`src/design/tsts_pkg.sv`:
```
package tsts_pkg;

	localparam int NUM_SLOTS_DEF  = 16;
	localparam int TIME_WIDTH_DEF = 32;

	localparam logic [1:0] ACT_ADD    = 2'd0;
	localparam logic [1:0] ACT_REMOVE = 2'd1;
	localparam logic [1:0] ACT_MODIFY = 2'd2;
	localparam logic [1:0] ACT_SCAN   = 2'd3;

	localparam logic [1:0] ST_OK       = 2'd0;
	localparam logic [1:0] ST_FULL     = 2'd1;
	localparam logic [1:0] ST_INACTIVE = 2'd2;

	// per-slot decision of the evaluation unit
	typedef struct packed {
		logic fire;
		logic wr_dl;
		logic wr_per;
		logic wr_rep;
		logic act_next;
	} slot_ctl_t;

endpackage

```
`src/design/timer_slot_table_scan_top.sv`:
```
// Timer slot table. Each input transaction is one command: add, remove,
// modify period or scan. s_tuser carries the command, s_tdata its operands.
// Every command walks the whole table once, one slot per cycle through a
// shared evaluation unit (compare, add, subtract) unless a scan result is
// held up by the receiver; s_tready stays low from acceptance to the final
// result, and the next command is taken in the cycle after the final
// result is loaded into the output register.
// Results leave through a single output register on the m_ group. Add,
// remove and modify give one result; a scan gives one result per expired
// slot (or one if none expired), and m_tlast marks the final one, which also
// carries the earliest remaining deadline and the wait until it.
// If the receiver stalls while a scan still has results to hand over, the
// walk pauses in place until the output register frees up; nothing is lost.
// Reset clears all slots to inactive; no clearing pass is needed.
module timer_slot_table_scan_top
	import tsts_pkg::*;
#(
	parameter int NUM_SLOTS  = NUM_SLOTS_DEF,
	parameter int TIME_WIDTH = TIME_WIDTH_DEF
) (
	input  logic         clk,
	input  logic         arst_n,
	input  logic         s_tvalid,
	output logic         s_tready,
	// [3:0] slot_id, [19:4] repeat_count, [51:20] period_ms, [83:52] now_ms
	input  logic [87:0]  s_tdata,
	// [1:0] action
	input  logic [1:0]   s_tuser,
	output logic         m_tvalid,
	input  logic         m_tready,
	// [3:0] result_slot, [35:4] lateness_ms, [36] timeout_valid,
	// [68:37] next_deadline, [100:69] wait_ms
	output logic [103:0] m_tdata,
	// [1:0] status, [2] fired
	output logic [2:0]   m_tuser,
	output logic         m_tlast
);

	localparam int SW = (NUM_SLOTS > 1) ? $clog2(NUM_SLOTS) : 1;
	localparam int CW = $clog2(NUM_SLOTS + 1);
	localparam int TW = TIME_WIDTH;

	typedef enum logic [2:0] {
		S_IDLE = 3'b001,
		S_WALK = 3'b010,
		S_FIN  = 3'b100
	} state_t;

	state_t state_q;

	// slot storage
	logic [TW-1:0] period_mem   [NUM_SLOTS];
	logic [TW-1:0] deadline_mem [NUM_SLOTS];
	logic [15:0]   repeats_mem  [NUM_SLOTS];
	logic [NUM_SLOTS-1:0] active_q;

	// latched command
	logic [1:0]    action_q;
	logic [SW-1:0] id_q;
	logic          ok_q;
	logic [15:0]   count_q;
	logic [TW-1:0] period_q;
	logic [TW-1:0] now_q;

	// walk pipeline
	logic [CW-1:0] rd_cnt_q;
	logic          v_s1;
	logic [SW-1:0] idx_s1;
	logic [TW-1:0] period_s1;
	logic [TW-1:0] dl_s1;
	logic [15:0]   rep_s1;
	logic          v_s2;
	logic          act_s2;
	logic [TW-1:0] dl_s2;

	logic          found_q;
	logic [SW-1:0] alloc_slot_q;
	logic          any_q;
	logic [TW-1:0] best_q;
	logic          pend_q;
	logic [3:0]    pend_slot_q;
	logic [31:0]   pend_late_q;

	// output register
	logic         out_valid_q;
	logic [1:0]   o_status_q;
	logic [3:0]   o_slot_q;
	logic         o_fired_q;
	logic [31:0]  o_late_q;
	logic         o_tv_q;
	logic [31:0]  o_next_q;
	logic [31:0]  o_wait_q;
	logic         o_last_q;

	logic          accept;
	logic          out_free;
	logic          done_issue;
	logic          hit;
	logic          alloc;
	logic          emit_fire;
	logic          adv;
	logic [SW-1:0] s_id_idx;
	logic          s_id_ok;
	logic [TW-1:0] wait_full;

	slot_ctl_t     ctl;
	logic [TW-1:0] dl_new;
	logic [TW-1:0] eff_dl;
	logic [TW-1:0] late;
	logic [15:0]   rep_new;

	assign s_tready   = (state_q == S_IDLE);
	assign accept     = s_tvalid && s_tready;
	assign out_free   = !out_valid_q || m_tready;
	assign done_issue = (rd_cnt_q == CW'(NUM_SLOTS));
	assign s_id_idx   = SW'(s_tdata[3:0]);
	assign s_id_ok    = (32'(s_tdata[3:0]) < NUM_SLOTS) && active_q[s_id_idx];

	assign hit       = ok_q && (idx_s1 == id_q);
	assign alloc     = (action_q == ACT_ADD) && !found_q && !active_q[idx_s1];
	assign emit_fire = (state_q == S_WALK) && v_s1 && ctl.fire && pend_q;
	assign adv       = !(emit_fire && !out_free);
	assign wait_full = (best_q > now_q) ? (best_q - now_q) : '0;

	tsts_slot_unit #(
		.TIME_WIDTH (TW)
	) u_unit (
		.action    (action_q),
		.now       (now_q),
		.in_period (period_q),
		.in_count  (count_q),
		.hit       (hit),
		.alloc     (alloc),
		.active    (active_q[idx_s1]),
		.period    (period_s1),
		.deadline  (dl_s1),
		.repeats   (rep_s1),
		.ctl       (ctl),
		.dl_new    (dl_new),
		.eff_dl    (eff_dl),
		.late      (late),
		.rep_new   (rep_new)
	);

	// memories: read ahead at the walk counter, write at the evaluated slot
	always_ff @(posedge clk) begin
		if (state_q == S_WALK && adv) begin
			if (!done_issue) begin
				period_s1 <= period_mem[rd_cnt_q[SW-1:0]];
				dl_s1     <= deadline_mem[rd_cnt_q[SW-1:0]];
				rep_s1    <= repeats_mem[rd_cnt_q[SW-1:0]];
				idx_s1    <= rd_cnt_q[SW-1:0];
			end
			if (v_s1) begin
				if (ctl.wr_per) begin
					period_mem[idx_s1] <= period_q;
				end
				if (ctl.wr_dl) begin
					deadline_mem[idx_s1] <= dl_new;
				end
				if (ctl.wr_rep) begin
					repeats_mem[idx_s1] <= rep_new;
				end
			end
			dl_s2 <= eff_dl;
		end
	end

	always_ff @(posedge clk) begin
		if (accept) begin
			action_q <= s_tuser;
			id_q     <= s_id_idx;
			count_q  <= s_tdata[19:4];
			period_q <= TW'(s_tdata[51:20]);
			now_q    <= TW'(s_tdata[83:52]);
		end
		if (state_q == S_WALK && adv) begin
			if (v_s1 && alloc) begin
				alloc_slot_q <= idx_s1;
			end
			if (v_s1 && ctl.fire) begin
				pend_slot_q <= 4'(idx_s1);
				pend_late_q <= 32'(late);
			end
			if (v_s2 && act_s2 && (!any_q || dl_s2 < best_q)) begin
				best_q <= dl_s2;
			end
		end
	end

	always_ff @(posedge clk or negedge arst_n) begin
		if (!arst_n) begin
			state_q  <= S_IDLE;
			active_q <= '0;
			ok_q     <= 1'b0;
			rd_cnt_q <= '0;
			v_s1     <= 1'b0;
			v_s2     <= 1'b0;
			act_s2   <= 1'b0;
			found_q  <= 1'b0;
			any_q    <= 1'b0;
			pend_q   <= 1'b0;
		end else begin
			case (state_q)
				S_IDLE: begin
					if (accept) begin
						ok_q     <= s_id_ok;
						rd_cnt_q <= '0;
						v_s1     <= 1'b0;
						v_s2     <= 1'b0;
						found_q  <= 1'b0;
						any_q    <= 1'b0;
						pend_q   <= 1'b0;
						state_q  <= S_WALK;
					end
				end
				S_WALK: begin
					if (adv) begin
						if (!done_issue) begin
							rd_cnt_q <= rd_cnt_q + CW'(1);
						end
						v_s1   <= !done_issue;
						v_s2   <= v_s1;
						act_s2 <= ctl.act_next;
						if (v_s1) begin
							active_q[idx_s1] <= ctl.act_next;
							if (alloc) begin
								found_q <= 1'b1;
							end
							if (ctl.fire) begin
								pend_q <= 1'b1;
							end
						end
						if (v_s2 && act_s2) begin
							any_q <= 1'b1;
						end
						if (done_issue && !v_s1 && !v_s2) begin
							state_q <= S_FIN;
						end
					end
				end
				S_FIN: begin
					if (out_free) begin
						state_q <= S_IDLE;
					end
				end
				default: begin
					state_q <= S_IDLE;
				end
			endcase
		end
	end

	// output register: non-final scan results during the walk, final in S_FIN
	always_ff @(posedge clk or negedge arst_n) begin
		if (!arst_n) begin
			out_valid_q <= 1'b0;
		end else if ((emit_fire && out_free) || (state_q == S_FIN && out_free)) begin
			out_valid_q <= 1'b1;
		end else if (m_tready) begin
			out_valid_q <= 1'b0;
		end
	end

	always_ff @(posedge clk) begin
		if (emit_fire && out_free) begin
			o_status_q <= ST_OK;
			o_slot_q   <= pend_slot_q;
			o_fired_q  <= 1'b1;
			o_late_q   <= pend_late_q;
			o_tv_q     <= 1'b0;
			o_next_q   <= '0;
			o_wait_q   <= '0;
			o_last_q   <= 1'b0;
		end else if (state_q == S_FIN && out_free) begin
			case (action_q)
				ACT_ADD: begin
					o_status_q <= found_q ? ST_OK : ST_FULL;
					o_slot_q   <= found_q ? 4'(alloc_slot_q) : 4'd0;
					o_fired_q  <= 1'b0;
					o_late_q   <= '0;
				end
				ACT_REMOVE, ACT_MODIFY: begin
					o_status_q <= ok_q ? ST_OK : ST_INACTIVE;
					o_slot_q   <= '0;
					o_fired_q  <= 1'b0;
					o_late_q   <= '0;
				end
				ACT_SCAN: begin
					o_status_q <= ST_OK;
					o_slot_q   <= pend_q ? pend_slot_q : 4'd0;
					o_fired_q  <= pend_q;
					o_late_q   <= pend_q ? pend_late_q : 32'd0;
				end
				default: begin
					o_status_q <= ST_OK;
					o_slot_q   <= '0;
					o_fired_q  <= 1'b0;
					o_late_q   <= '0;
				end
			endcase
			o_tv_q   <= any_q;
			o_next_q <= any_q ? 32'(best_q) : 32'd0;
			o_wait_q <= any_q ? 32'(wait_full) : 32'd0;
			o_last_q <= 1'b1;
		end
	end

	assign m_tvalid = out_valid_q;
	assign m_tdata  = {3'b000, o_wait_q, o_next_q, o_tv_q, o_late_q, o_slot_q};
	assign m_tuser  = {o_fired_q, o_status_q};
	assign m_tlast  = o_last_q;

endmodule

```
`src/design/tsts_slot_unit.sv`:
```
module tsts_slot_unit
	import tsts_pkg::*;
#(
	parameter int TIME_WIDTH = TIME_WIDTH_DEF
) (
	input  logic [1:0]            action,
	input  logic [TIME_WIDTH-1:0] now,
	input  logic [TIME_WIDTH-1:0] in_period,
	input  logic [15:0]           in_count,
	input  logic                  hit,
	input  logic                  alloc,
	input  logic                  active,
	input  logic [TIME_WIDTH-1:0] period,
	input  logic [TIME_WIDTH-1:0] deadline,
	input  logic [15:0]           repeats,
	output slot_ctl_t             ctl,
	output logic [TIME_WIDTH-1:0] dl_new,
	output logic [TIME_WIDTH-1:0] eff_dl,
	output logic [TIME_WIDTH-1:0] late,
	output logic [15:0]           rep_new
);

	logic [TIME_WIDTH-1:0] opnd;
	logic                  due;

	assign opnd   = (action == ACT_SCAN) ? period : in_period;
	assign dl_new = now + opnd;
	assign late   = now - deadline;
	assign due    = active && !(deadline > now);

	always_comb begin
		ctl          = '0;
		ctl.act_next = active;
		eff_dl       = deadline;
		rep_new      = in_count;
		case (action)
			ACT_ADD: begin
				if (alloc) begin
					ctl.wr_dl    = 1'b1;
					ctl.wr_per   = 1'b1;
					ctl.wr_rep   = 1'b1;
					ctl.act_next = 1'b1;
					eff_dl       = dl_new;
				end
			end
			ACT_REMOVE: begin
				ctl.act_next = active && !hit;
			end
			ACT_MODIFY: begin
				if (hit) begin
					ctl.wr_dl  = 1'b1;
					ctl.wr_per = 1'b1;
					eff_dl     = dl_new;
				end
			end
			ACT_SCAN: begin
				ctl.fire = due;
				if (due) begin
					if (repeats == 16'd0) begin
						ctl.wr_dl = 1'b1;
						eff_dl    = dl_new;
					end else begin
						ctl.wr_rep = 1'b1;
						rep_new    = repeats - 16'd1;
						if (repeats == 16'd1) begin
							ctl.act_next = 1'b0;
						end else begin
							ctl.wr_dl = 1'b1;
							eff_dl    = dl_new;
						end
					end
				end
			end
			default: begin
				ctl.act_next = active;
			end
		endcase
	end

endmodule

```
`config.mk`:
```
export PLATFORM = sky130hd
export DESIGN_NAME = timer_slot_table_scan_top
export DESIGN_NICKNAME = d
export VERILOG_FILES = /design/src/design/tsts_pkg.sv /design/src/design/timer_slot_table_scan_top.sv /design/src/design/tsts_slot_unit.sv
export SDC_FILE = /design/constraint.sdc
export NUM_CORES = 2
export LEC_CHECK = 0
export BUFFER_PORTS_ARGS = -buffer_cell sky130_fd_sc_hd__buf_2
export CAP_MARGIN = 20
export CORE_UTILIZATION = 56
export CTS_CLUSTER_DIAMETER = 50
export DETAILED_ROUTE_END_ITERATION = 8
export GPL_TIMING_DRIVEN = 0
export PLACE_DENSITY = 0.76
export SYNTH_ARGS = -nofsm -noshare
export SYNTH_HDL_FRONTEND = slang
export SYNTH_HIERARCHICAL = 1
export SYNTH_SLANG_ARGS = --single-unit
```
`constraint.sdc`:
```
create_clock -name clk -period 5.5 [get_ports clk]
set_clock_uncertainty 0.2 [all_clocks]
set_input_delay 0.275 -clock clk [delete_from_list [all_inputs] [get_ports clk]]
set_output_delay 0.275 -clock clk [all_outputs]
set_load 0.02 [all_outputs]
```
### Word-level counts from Yosys, hierarchy flattened

Memories as Yosys holds them, arrays and structs flattened. A register that Yosys moved wholly into a read port is not among the register bits.
Index checks and enable logic that the tools add are counted.

* register bits: 331
* bits in writable memories: 1280
* bits of input ports: 94
* output and inout bits: 110
* word-level logic and storage cells: 203
* memories kept: 3

* $add $sub $neg: 5
* order comparisons: 6
* equality and inequality tests: 18
* multiplexer cells: 85
* bitwise gates (word level): 2
* reduce and logical (&&, ||, !) cells: 54

Memories
* deadline_mem: words 16, bits a word 32, rd ports 1, clocked after memory_dff 1, wr ports 1, line timer_slot_table_scan_top.sv:53 `logic [TW-1:0] deadline_mem [NUM_SLOTS];`
* period_mem: words 16, bits a word 32, rd ports 1, clocked after memory_dff 1, wr ports 1, line timer_slot_table_scan_top.sv:52 `logic [TW-1:0] period_mem [NUM_SLOTS];`
* repeats_mem: words 16, bits a word 16, rd ports 1, clocked after memory_dff 1, wr ports 1, line timer_slot_table_scan_top.sv:54 `logic [15:0] repeats_mem [NUM_SLOTS];`

Operators by type and width (number)
* $mux 32: 12
* $pmux 32 s3: 1
* $gt 32x32->1: 2
* $pmux 32 s2: 1
* $sub 32x32->32: 2
* $mux 16: 3
* $mux 1: 34
* $add 32x32->32: 1
* $lt 32x32->1: 1
* $logic_and 1x1->1: 20
* $mux 4: 5
* $bwmux 16: 1
* $eq 16x1->1 const B: 1
* $logic_not 16->1: 1
* $pmux 1 s2: 8
* $sub 16x1->16 const B: 1
* $mux 5: 3
* $mux 3: 4
* $ne 2x2->1 const B: 6
* $pmux 4 s3: 1
* $reduce_and 2->1: 6
* $reduce_and 4->1: 3
* $logic_not 1->1: 11
* $lt 4x5->1 const B: 2
* other kinds (25): 40

### Logic depth before layout (Yosys ltp)

* depth after elaboration: 11
* mapped depth: 16
* depth with buffers taken out: 16

### Hierarchy

The synthesis kept the hierarchy.

Modules (own cells, without submodules)
* timer_slot_table_scan_top: times used 1, cells an instance 2934, area an instance 64534.4 um^2, seq. area each 49929.1 um^2
* tsts_slot_unit: times used 1, cells an instance 712, area an instance 4932.2 um^2, seq. area each 0.0 um^2

### Least setup slack after synthesis

No wires, ideal clock.

* kind: flip-flop to flip-flop
* start point: reg now_q[17]
* end point: reg dl_s1[0] (read register of deadline_mem) (enable)
* setup time: 0.441 ns
* arrival: 5.066 ns
* data required time: 4.859 ns
* setup slack: -0.207 ns
* cell stages (with the launch flop): 12
* buffers on the path: 1
* period minus slack after synthesis: 5.707 ns
* cell sequence: edfxtp_1 ha_1 buf_2 a211oi_1 o211ai_1 a221oi_1 o21ai_1 a21o_1 o211a_2 a41oi_4 nand2_1 inv_1

RTL lines
* start, declared: line timer_slot_table_scan_top.sv:63 `logic [TW-1:0] now_q;`
* start signal, assigned: line timer_slot_table_scan_top.sv:175 `now_q <= TW'(s_tdata[83:52]);`
* end, declared: line timer_slot_table_scan_top.sv:70 `logic [TW-1:0] dl_s1;`

==> run metrics <==
Starting Density=56.8%; status=finished, violations left; crit path capture type=register; Detail Placement HPWL=120 mm; Vias/cell=6.53; First DRT Iteration DRCs=6069; PnR worst setup slack=-0.0153 ns; synthesized instance count=3646; Reg power frac=45.0%; Die Height=354 um; Fin Setup TNS=-0.0346 ns; GR Layer Usage met3=7.02%; Cell Rows=128; Post-Syn Area=0.0695 mm2; CTS tree=built; RSZ-0062 raised after global routing=no; reported net switching power=10900 uW; crit start category=register; cell accounting for the most synthesized area=edfxtp_1; dpl cell area=0.0737 mm2; #FFs+latches synth=1691; routing usage on met1=39.7%; Arrival @ worst endpoint=5.83 ns; Design Power=36700 uW; layout cells sized above 1=26.1%; cell with the most instances after synthesis=edfxtp_1; R2R Path End=deadline_mem[15][18]; GR peak layer=met2; sequential-to-total area share from yosys stat=71.9%; grt ovf=0; kind of critical path=register to register; Critical Path End=deadline_mem[15][18]; failing checks=negative setup slack; Pint=25800 uW; Synth top area share=68.7%; Yosys warnings=6; Final Max Slew Viols=0; clk buf depth=3; Area contributors post-synth=edfxtp_1 (69%), mux4_2 (13%), ha_1 (2.5%); Slew @ Worst Pin=1.21 ns; routing usage on met2=50.0%; pwr dens=450 mW/mm2; H-tree depth=4; # DRC=0; Hold Fails Final Rpt=0; worst reg2reg setup slack=-0.02 ns; Fmax achieved=181 MHz; CP Launch Point=idx_s1[0]; I/O Pins=204; vias in the first global route=39616; final core utilization=66.7%; total clock sinks=1691; initial antenna violation count=8; Reg2Reg Launch Point=idx_s1[0]; Final Net Count=4518; most common flop cell mapped by yosys=edfxtp_1; first-pass GRT wire length=272 mm; sw frac=29.8%; synth cell count leaders=edfxtp_1 (1590), mux4_2 (410), inv_1 (141); ys async rst share=1.89%; required time of the critical path=5.81 ns; post-route design area=0.0816 mm2; DRT antenna net count=0; crit path max fanout=19; via count=39542; worst min-delay path class=input pin to register; relative slew slack=18.7%; Combinational Power Share=23.6%; Skew-Pair Late Insertion Delay=0.84 ns; full die area=0.125 mm2; Min Hold Slack=0.0583 ns; Final period util=100%; Clk network pwr share=31.4%; port buffer count=196; largest net degree at the start of global routing=60; CTS root buffer=clkbuf_16; biggest regs=deadline_mem: 512 flops, period_mem: 512 flops, repeats_mem: 256 flops; worst reg-to-reg path cell count=11; total CTS buffers=172; DR WL/cell=31.9 um; WL final=193 mm; peak supply drop=0.320 mV; Core Area=0.122 mm2; Distinct cells, synth=109; setup violators final=5; Die X=354 um; Final Critical Period=5.52 ns; Filler cells=7658; syn_area_per_cell=19.1 um2; count of flip-flops with a built-in enable after synthesis=1590; gr usage total=30.6%; drt first pass iters=6; maxcap violations=0; area grow syn2layout=17.5%; WHS Path Cells=2; Reg clk slew, reported paths=0.06 ns; GP Congestion=0.930; leakage=0.0276 uW
cell usage in the layout (no fill, tap or decap), types with 86 or more instances in the layout:
master,n
edfxtp_1,1590
mux4_2,410
buf_2,222
clkbuf_16,175
dlygate4sd3_1,170
ha_1,139
inv_1,138
nand2_1,128
clkbuf_1,116
a21oi_1,115
nor2_1,86
logic make-up (layout without fill, tap and decap cells):
logic type | Yosys count | count (layout) | share of synthesized area (%)
flip-flops | 1691 | 1691 | 71.9
AO/OA/AOI/OAI | 491 | 491 | 4.89
AND/OR/NAND/NOR | 481 | 482 | 3.63
multiplexers | 461 | 461 | 14.1
buffers and inverters | 290 | 1068 | 1.75
adder cells (fa/ha/maj) | 142 | 142 | 2.59
XOR/XNOR | 89 | 89 | 1.14
other | 1 | 6 | 0.00540
power groups by stage:
stage          combinational, uW  clock [uW]  sequential (uW)
2_1_floorplan               5030           0            16500
3_3_place_gp                7380           0            16900
3_5_place_dp                7910           0            16800
4_1_cts                     8230       11500            16500
5_1_grt                     9060       12000            16600
6_report                    8670       11500            16500
worst min path at each step:
stage	startpoint	to	slack [ns]
2_1_floorplan	arst_n	act_s2	-0.22
3_3_place_gp	arst_n	m_tvalid	0.21
3_5_place_dp	arst_n	m_tvalid	0.23
4_1_cts	s_tdata[58]	now_q[6]	0.003
5_1_grt	s_tdata[58]	now_q[6]	0.04
6_report	s_tdata[58]	now_q[6]	0.06
layout make-up:
type / instances / area, um2 / share of cell area (%)
multi-input cells: 1668 / 18700 / 22.9
plain buffers: 149 / 703 / 0.861
clock buffers: 215 / 4550 / 5.57
clock inverters: 104 / 975 / 1.19
well taps: 1625 / 2030 / 2.49
inverters: 141 / 542 / 0.664
flip-flops and latches: 1691 / 49900 / 61.2
repair inverters: 1 / 7.51 / 0.00920
repair buffers: 458 / 4220 / 5.17
diodes: 3 / 7.51 / 0.00920
worst max-delay path: stages, from the launching register on:
cell	delay, ns
edfxtp_1	0.65
buf_4	0.33
mux4_2	0.54
mux4_2	0.65
nor3b_2	0.38
nand2_1	0.32
nand2_1	0.25
a21o_1	0.27
buf_2	0.47
clkbuf_2	0.35
and2_4	0.48
buf_16	0.23
routing by layer:
metal / vias to the layer above / routed length, um
li1: 16113 / -
met1: 20158 / 69100
met2: 2806 / 94600
met3: 459 / 21000
met4: 6 / 8240
met5: - / 42
repair_timing:
action / 4_1_cts / 5_1_grt
hold endpoints to repair: 122 / 0
cloned: 1 / 1
setup buffers: 5 / 7
setup endpoints to repair: 1649 / 806
hold buffers: 171 / 0
pin swaps: 2 / 4
resized for setup: 42 / 35
per-stage QoR:
| step | setup WS (ns) | cells |
|---|---|---|
| detailed placement | -1.09 | 5530 |
| floorplan | 0.417 | 3648 |
| CTS | 0.00402 | 6026 |
| finish | -0.0153 | 6055 |
| global placement | -2.24 | 5469 |
| global route | 0.0122 | 6055 |
Note: power is estimated with default switching activity, not from simulation.
